**src/rtl/core/motor_telemetry_frame_parser_macros.svh**
```systemverilog
// Assertion macros for the motor telemetry frame parser.
// Needs clk_i and rst_ni in the scope where a macro is used.
`ifndef MOTOR_TELEMETRY_FRAME_PARSER_MACROS_SVH
`define MOTOR_TELEMETRY_FRAME_PARSER_MACROS_SVH
`ifndef SYNTHESIS
// antecedent in this cycle implies consequent in the same cycle
`define MTFP_ASSERT_SAME(lbl, ante, cons) \
  lbl: assert property (@(posedge clk_i) disable iff (!rst_ni) (ante) |-> (cons)) \
    else $error("mtfp assertion failed");
// antecedent in this cycle implies consequent in the next cycle
`define MTFP_ASSERT_NEXT(lbl, ante, cons) \
  lbl: assert property (@(posedge clk_i) disable iff (!rst_ni) (ante) |=> (cons)) \
    else $error("mtfp assertion failed");
`else
`define MTFP_ASSERT_SAME(lbl, ante, cons)
`define MTFP_ASSERT_NEXT(lbl, ante, cons)
`endif
`endif

```
**src/rtl/core/mtfp_pkg.sv**
```systemverilog
// Shared types, constants and helpers of the motor telemetry frame parser.
// No dependencies.
package mtfp_pkg;

  localparam int unsigned CountW   = 6;
  localparam logic [CountW-1:0] FrameLen = 6'd47;
  localparam logic [CountW-1:0] CountMax = 6'd63;
  localparam logic [CountW-1:0] Hdr0Ofs  = 6'd2;
  localparam logic [CountW-1:0] Hdr1Ofs  = 6'd3;
  localparam logic [CountW-1:0] EndOfs   = 6'd45;
  localparam logic [7:0] Hdr0Val  = 8'h7c;
  localparam logic [7:0] Hdr1Val  = 8'h8d;
  localparam logic [7:0] EndVal   = 8'h7d;
  localparam logic [8:0] TempBias = 9'd20;

  localparam int unsigned CapDepth = 8;
  localparam int unsigned OutDataW = 96;

  typedef enum logic [1:0] {
    ST_OK      = 2'd0,
    ST_LEN_HDR = 2'd1,
    ST_END     = 2'd2
  } status_e;

  typedef struct packed {
    logic       hit;
    logic [2:0] idx;
  } slot_t;

  // frame-end event from the tracker to the decoder
  typedef struct packed {
    logic        valid;
    status_e     status;
    logic [7:0]  ctemp_raw;
    logic [7:0]  mtemp_raw;
    logic [15:0] rpm_word;
    logic [15:0] cur_word;
    logic [15:0] volt_word;
  } frame_evt_t;

  // capture slot for a frame offset
  function automatic slot_t slot_of(input logic [CountW-1:0] ofs);
    slot_t s;
    s.hit = 1'b1;
    unique case (ofs)
      6'd18:   s.idx = 3'd0;
      6'd19:   s.idx = 3'd1;
      6'd23:   s.idx = 3'd2;
      6'd24:   s.idx = 3'd3;
      6'd30:   s.idx = 3'd4;
      6'd31:   s.idx = 3'd5;
      6'd32:   s.idx = 3'd6;
      6'd33:   s.idx = 3'd7;
      default: begin
        s.hit = 1'b0;
        s.idx = 3'd0;
      end
    endcase
    return s;
  endfunction

  // (raw - 20) * 10 as 13-bit two's complement
  function automatic logic signed [12:0] temp_decode(input logic [7:0] raw);
    logic signed [12:0] d;
    d = 13'(signed'({1'b0, raw} - TempBias));
    return 13'((d <<< 3) + (d <<< 1));
  endfunction

endpackage

```
**src/rtl/core/motor_telemetry_frame_parser.sv**
```systemverilog
// Top level of the motor telemetry frame parser.
// Depends on mtfp_pkg, mtfp_track, mtfp_decode and the assertion macro header.
//
//  channel   | dir | tdata                               | tlast      | rate
//  s_axis    | in  | rx_byte [7:0]                       | frame_end  | 1 byte/cycle
//  m_axis    | out | status, temps, rpm, current, volt.. | (none)     | 1 per frame
//
// Each byte passes an input register, then tracking/decode logic into the
// result register, which loads when the last byte leaves the input register.
// Throughput is one byte per cycle while no last byte is held back; the 16x16
// power multiply sits in the decode stage ahead of the result register.
// Reset (async, active low) clears count, flags, held values and valids.
// A last byte waits in the input register while an undelivered result blocks
// the result register; other bytes keep flowing.
`include "motor_telemetry_frame_parser_macros.svh"
module motor_telemetry_frame_parser (
  input  logic        clk_i,
  input  logic        rst_ni,
  input  logic        s_axis_tvalid_i,
  output logic        s_axis_tready_o,
  input  logic [7:0]  s_axis_tdata_i,   // [7:0] rx_byte
  input  logic        s_axis_tlast_i,   // frame_end
  output logic        m_axis_tvalid_o,
  input  logic        m_axis_tready_i,
  // [1:0] status, [14:2] ctrl_temp, [27:15] winding_temp,
  // [43:28] speed_rpm, [59:44] motor_current, [75:60] bus_voltage,
  // [91:76] power_out, [95:92] zero
  output logic [95:0] m_axis_tdata_o
);

  mtfp_pkg::frame_evt_t evt;
  logic                 out_free;

  mtfp_track u_track (
    .clk_i      (clk_i),
    .rst_ni     (rst_ni),
    .in_valid_i (s_axis_tvalid_i),
    .in_ready_o (s_axis_tready_o),
    .in_byte_i  (s_axis_tdata_i),
    .in_last_i  (s_axis_tlast_i),
    .out_free_i (out_free),
    .evt_o      (evt)
  );

  mtfp_decode u_decode (
    .clk_i       (clk_i),
    .rst_ni      (rst_ni),
    .evt_i       (evt),
    .out_free_o  (out_free),
    .out_valid_o (m_axis_tvalid_o),
    .out_ready_i (m_axis_tready_i),
    .out_data_o  (m_axis_tdata_o)
  );

  // a frame result never overwrites one still waiting downstream
  `MTFP_ASSERT_SAME(a_evt_has_room, evt.valid, out_free)
  // every frame-end event from the tracker shows up as a valid result next cycle
  `MTFP_ASSERT_NEXT(a_evt_gives_result, evt.valid, m_axis_tvalid_o)
  // status code 3 is never produced
  `MTFP_ASSERT_SAME(a_status_legal, m_axis_tvalid_o, m_axis_tdata_o[1:0] != 2'd3)

endmodule

```
**src/rtl/core/mtfp_track.sv**
```systemverilog
// Input register and per-byte frame tracking: offset count, header and end
// marker checks, byte capture. Depends on mtfp_pkg.
module mtfp_track (
  input  logic                 clk_i,
  input  logic                 rst_ni,
  input  logic                 in_valid_i,
  output logic                 in_ready_o,
  input  logic [7:0]           in_byte_i,
  input  logic                 in_last_i,
  input  logic                 out_free_i,
  output mtfp_pkg::frame_evt_t evt_o
);

  logic                          in_valid_q;
  logic [7:0]                    in_byte_q;
  logic                          in_last_q;
  logic [mtfp_pkg::CountW-1:0]   count_q, count_d, count_inc;
  logic                          hdr_good_q, hdr_good_d, hdr_base;
  logic                          end_good_q, end_good_d, end_base;
  logic [7:0]                    cap_q [mtfp_pkg::CapDepth];
  logic                          fire;
  logic                          len_ok;
  mtfp_pkg::slot_t               slot;

  assign fire       = in_valid_q && (!in_last_q || out_free_i);
  assign in_ready_o = !in_valid_q || fire;

  always_ff @(posedge clk_i or negedge rst_ni) begin
    if (!rst_ni) begin
      in_valid_q <= 1'b0;
    end else if (in_ready_o) begin
      in_valid_q <= in_valid_i;
    end
  end

  always_ff @(posedge clk_i) begin
    if (in_ready_o && in_valid_i) begin
      in_byte_q <= in_byte_i;
      in_last_q <= in_last_i;
    end
  end

  // flags as they stand after the byte in the input register
  always_comb begin
    hdr_base   = (count_q == '0) ? 1'b0 : hdr_good_q;
    end_base   = (count_q == '0) ? 1'b0 : end_good_q;
    hdr_good_d = hdr_base;
    end_good_d = end_base;
    if (count_q == mtfp_pkg::Hdr0Ofs) begin
      hdr_good_d = (in_byte_q == mtfp_pkg::Hdr0Val);
    end else if (count_q == mtfp_pkg::Hdr1Ofs) begin
      hdr_good_d = hdr_base && (in_byte_q == mtfp_pkg::Hdr1Val);
    end else if (count_q == mtfp_pkg::EndOfs) begin
      end_good_d = (in_byte_q == mtfp_pkg::EndVal);
    end
    count_inc = (count_q == mtfp_pkg::CountMax) ? count_q : count_q + 1'b1;
    count_d   = in_last_q ? '0 : count_inc;
  end

  assign len_ok = (count_inc == mtfp_pkg::FrameLen);
  assign slot   = mtfp_pkg::slot_of(count_q);

  always_ff @(posedge clk_i or negedge rst_ni) begin
    if (!rst_ni) begin
      count_q    <= '0;
      hdr_good_q <= 1'b0;
      end_good_q <= 1'b0;
    end else if (fire) begin
      count_q    <= count_d;
      hdr_good_q <= hdr_good_d;
      end_good_q <= end_good_d;
    end
  end

  // capture store: every slot is written before a good frame reads it
  always_ff @(posedge clk_i) begin
    if (fire && slot.hit) begin
      cap_q[slot.idx] <= in_byte_q;
    end
  end

  always_comb begin
    evt_o.valid = fire && in_last_q;
    priority if (!len_ok || !hdr_good_d) begin
      evt_o.status = mtfp_pkg::ST_LEN_HDR;
    end else if (!end_good_d) begin
      evt_o.status = mtfp_pkg::ST_END;
    end else begin
      evt_o.status = mtfp_pkg::ST_OK;
    end
    evt_o.ctemp_raw = cap_q[0];
    evt_o.mtemp_raw = cap_q[1];
    evt_o.rpm_word  = {cap_q[3], cap_q[2]};
    evt_o.cur_word  = {cap_q[5], cap_q[4]};
    evt_o.volt_word = {cap_q[7], cap_q[6]};
  end

endmodule

```
**src/rtl/core/mtfp_decode.sv**
```systemverilog
// Telemetry decode, held values and result register.
// Depends on mtfp_pkg.
module mtfp_decode (
  input  logic                              clk_i,
  input  logic                              rst_ni,
  input  mtfp_pkg::frame_evt_t              evt_i,
  output logic                              out_free_o,
  output logic                              out_valid_o,
  input  logic                              out_ready_i,
  output logic [mtfp_pkg::OutDataW-1:0]     out_data_o
);

  logic                out_valid_q;
  mtfp_pkg::status_e   status_q;
  logic signed [12:0]  ctemp_q, mtemp_q;
  logic [15:0]         rpm_q, cur_q, volt_q, pwr_q;
  logic [31:0]         prod;
  logic [18:0]         rpm_x10;
  logic                take;

  assign out_free_o = !out_valid_q || out_ready_i;
  assign take       = evt_i.valid && evt_i.status == mtfp_pkg::ST_OK;
  assign prod       = evt_i.cur_word * evt_i.volt_word;
  assign rpm_x10    = ({3'd0, evt_i.rpm_word} << 3) + ({3'd0, evt_i.rpm_word} << 1);

  always_ff @(posedge clk_i or negedge rst_ni) begin
    if (!rst_ni) begin
      out_valid_q <= 1'b0;
      status_q    <= mtfp_pkg::ST_OK;
      ctemp_q     <= '0;
      mtemp_q     <= '0;
      rpm_q       <= '0;
      cur_q       <= '0;
      volt_q      <= '0;
      pwr_q       <= '0;
    end else begin
      if (evt_i.valid) begin
        out_valid_q <= 1'b1;
        status_q    <= evt_i.status;
      end else if (out_ready_i) begin
        out_valid_q <= 1'b0;
      end
      if (take) begin
        ctemp_q <= mtfp_pkg::temp_decode(evt_i.ctemp_raw);
        mtemp_q <= mtfp_pkg::temp_decode(evt_i.mtemp_raw);
        rpm_q   <= rpm_x10[15:0];
        cur_q   <= evt_i.cur_word;
        volt_q  <= evt_i.volt_word;
        pwr_q   <= prod[15:0];
      end
    end
  end

  assign out_valid_o = out_valid_q;
  assign out_data_o  = {4'd0, pwr_q, volt_q, cur_q, rpm_q, mtemp_q, ctemp_q, status_q};

endmodule

```
**config.mk**
```make
export PLATFORM = sky130hd
export DESIGN_NAME = motor_telemetry_frame_parser
export DESIGN_NICKNAME = d
export VERILOG_FILES = /design/src/rtl/core/mtfp_pkg.sv /design/src/rtl/core/motor_telemetry_frame_parser.sv /design/src/rtl/core/mtfp_track.sv /design/src/rtl/core/mtfp_decode.sv
export VERILOG_INCLUDE_DIRS = /design/src /design/src/rtl/core
export SDC_FILE = /design/constraint.sdc
export NUM_CORES = 1
export LEC_CHECK = 0
export BUFFER_PORTS_ARGS = -buffer_cell sky130_fd_sc_hd__buf_2
export CAP_MARGIN = 25
export CORE_ASPECT_RATIO = 2
export CORE_MARGIN = 8
export CORE_UTILIZATION = 42
export CTS_BUF_LIST = sky130_fd_sc_hd__clkbuf_8 sky130_fd_sc_hd__clkbuf_16
export DETAILED_ROUTE_END_ITERATION = 10
export PLACE_DENSITY = 0.65
export SLEW_MARGIN = 20
export SYNTH_ARGS = -nofsm -noshare
export SYNTH_HDL_FRONTEND = slang
export SYNTH_SLANG_ARGS = --single-unit
export TNS_END_PERCENT = 10
```
**constraint.sdc**
```tcl
create_clock -name clk_i -period 10.4 [get_ports clk_i]
set_input_delay 1.04 -clock clk_i [delete_from_list [all_inputs] [get_ports clk_i]]
set_output_delay 1.04 -clock clk_i [all_outputs]
set_load 0.01 [all_outputs]
```
==> metrics.cfg <==
[floorplan]
die_w_um = 134
initial_core_util = 0.426
dieArea_um2 = 33700
ios = 111
rows = 86
core_area_um2 = 27400
die_h_um = 252

[final_layout]
multi_input_area_um2 = 6330
synthToLayoutAreaGrowth_pct = 12.0
n_antenna_cell = 0
drive_gt1_frac = 0.170
ff_latch_area_um2 = 4640
final_area_um2 = 13100
fill_cells = 2560
final_nets = 1332

[clocking]
cts-root-buf = clkbuf_16
cts.clk_slew.worst_paths_ns = 0.07
htreeDepth = 4
clock_path_buffers = 2
clock_latency_ns = 0.46
cts_tree = yes
post-cts-setup-buffer-count = 0
cts_hold_buf = 0
cts_resized = 0
clock-sinks = 171
cts_inserted_buffers = 17

[logic_synthesis]
async_reset_ff_frac = 0.579
synth_common_cells = 140 x nand2_1, 134 x inv_1, 99 x dfrtp_1, 83 x fa_1, 83 x ha_1
synth_top_area_frac = 0.212
synth_top_flop_cell = dfrtp_1
avgSynthCellArea_um2 = 11.0
synth_edf_count = 72
synth.most_common_cell = nand2_1
syn-instance-count = 1060
synthTopCellsByArea = dfrtp_1 21%, edfxtp_1 19%, fa_1 14%, ha_1 8.9%, mux2_4 6.2%
synth_area_um2 = 11700
synth_top_area_cell = dfrtp_1
ys_warn_count = 0
synth-seq-cells = 171
seq_area_frac_synth = 0.397
netlist-cell-type-count = 52

[sta]
worst_pin_slew_ns = 0.985
clock_skew_ns = 0.0165
finalHoldViolations = 0
period_minus_slack_ns = 5.73
tns_ns = 0
setup_ws_ns = 4.67
relSlewSlack = 0.344
fmax_mhz = 175
rsz0062_at_grt = false
fin_crit_sh = 0.551
slew_violations = 0
finalSetupViolations = 0

[critical_path]
cpPeakStageDelay_ns = 0.58
cp_cell_sequence = and2_1, fa_1, inv_1, fa_1, inv_1, fa_1, inv_1, fa_1, inv_1, fa_1, inv_1, fa_1, inv_1, ha_1, and3_1, a221oi_1, o21ai_0, xnor2_1, o21ai_1
r2r-start = u_track.cap_q[4][5]
startpoint_type = flip-flop
path_class = reg2reg
ff2ff_path_depth = 19
cp-end-kind = flip-flop
endpoint = u_decode.pwr_q[15]
required_ns = 10.71
cp_max_fo = 12
regToRegEndpoint = u_decode.pwr_q[15]
r2r_setup_slack_ns = 4.67
crit_slowest_cell = edfxtp_1
worst-endpoint-arrival_ns = 6.04
cp-startpoint = u_track.cap_q[4][5]

[placed_design]
placed_area_um2 = 12500
dp_hpwl_mm = 22.0
finalWeightedCongestion = 0.925
dp_worst_setup_slack_ns = 4.66
portBuffers = 103

[drt]
dr.pass1.iters = 4
vias = 7759
routed_wl_mm = 28.5
route.detailed.drc = 0
antenna_left = 0
drtIter0Drc = 361
via_per_inst = 5.11
routedWlPerCell_um = 18.8

[power]
peakVddDrop_uv = 151
power_density_nw_per_um2 = 107
leakagePower_nw = 6.47

[run_status]
status = completed

[global_route]
grt_pass1_wl_mm = 45.4
antenna_found_initial = 0
grt_max_degree = 76
track_usage = 0.176
grt_pass1_vias = 8453
grt_overflow = 0

[min_path]
min_path_type = reg2reg

[job]
maxCapViolCount = 0

-- final cells by class --
class | instances | share of cell area
sequential | 171 | 0.355
multi-input combinational | 717 | 0.484
inverter | 134 | 0.0384
clock inverter | 15 | 0.0125
timing repair buffer | 112 | 0.0447
tap | 352 | 0.0337
clock buffer | 17 | 0.0325
-- metal layers --
| metal | up-vias | GRT usage | wire length [um] |
|---|---|---|---|
| li1 | 3647 | - | - |
| met1 | 3890 | 0.172 | 10300 |
| met2 | 159 | 0.330 | 15800 |
| met3 | 63 | 0.0309 | 934 |
| met4 | 0 | 0.116 | 1520 |
| met5 | - | 0 | 0 |
-- stage by stage --
stage / std cells / total power [mW] / util / hold slack (ns)
floorplan: 1066 / 0.759 / - / 0.446
global placement: 1486 / 0.782 / 0.455 / 0.464
detailed placement: 1486 / 0.782 / 0.455 / 0.470
CTS: 1518 / 1.42 / 0.477 / 0.486
global route: 1518 / 1.45 / 0.477 / 0.507
finish: 1518 / 1.41 / 0.477 / 0.479
-- sequential cells by signal (all words and copies together) (netlist names) --
signal and flops:
u_decode.ctemp_q 12, u_decode.cur_q 16, u_decode.mtemp_q 12, u_decode.out_valid_o 1
u_decode.pwr_q 16, u_decode.rpm_q 15, u_decode.status_q 2, u_decode.volt_q 16
u_track.cap_q 63, u_track.count_q 6, u_track.end_good_q 1, u_track.hdr_good_q 1
u_track.in_byte_q 8, u_track.in_last_q 1, u_track.in_valid_q 1
-- worst min-delay path by stage --
stage / from / endpoint / slack [ns] / cells after the start
after floorplan: u_track.end_good_q / u_track.end_good_q / 0.45 / 2
after global placement: u_decode.pwr_q[11] / u_decode.pwr_q[11] / 0.46 / 2
after detailed placement: u_decode.rpm_q[13] / u_decode.rpm_q[13] / 0.47 / 2
after CTS: u_decode.rpm_q[13] / u_decode.rpm_q[13] / 0.49 / 2
after global routing: u_decode.pwr_q[12] / u_decode.pwr_q[12] / 0.51 / 2
final: u_decode.pwr_q[12] / u_decode.pwr_q[12] / 0.48 / 2
-- logic make-up (layout without fill, tap and decap cells) --
group | after synthesis | in the layout | share of synthesized area
other cells | 1 | 7 | 0.000321
mux | 50 | 50 | 0.0635
buf+inv | 178 | 278 | 0.0637
xor+xnor | 70 | 70 | 0.0525
flops | 171 | 171 | 0.397
simple gates | 286 | 286 | 0.121
fa+ha+maj | 166 | 166 | 0.231
compound gates | 138 | 138 | 0.0705
-- worst max-delay path, delay by kind of cell (launching register included) --
family,cells,cell delay [ns]
adders and majority gates,7,3.41
AOI/OAI and AO/OA,3,0.64
DFF,1,0.58
and+or+nand+nor,2,0.48
buffers and inverters,6,0.31
xor gates and xnor gates,1,0.18
-- power by group --
part / leakage (nW) / total [mW] / switching [mW] / internal, mW
logic: 4.16 / 0.0423 / 0.0281 / 0.0141
registers: 2.03 / 0.725 / 0.0152 / 0.710
clock network: 0.283 / 0.638 / 0.299 / 0.339
-- cell usage in the layout (no fill, tap or decap), types with 17 or more instances in the layout --
master     count
fa_1          83
nand2_1      139
a21o_1        20
dfrtp_1       99
ha_1          83
xnor2_1       48
clkbuf_16     17
o21ai_0       23
edfxtp_1      72
xor2_1        22
mux2_4        48
buf_2        102
a21oi_1       26
and2_1        72
o21ai_1       38
inv_1        134
nor2_1        20
Power figures use the tool's default switching activity.
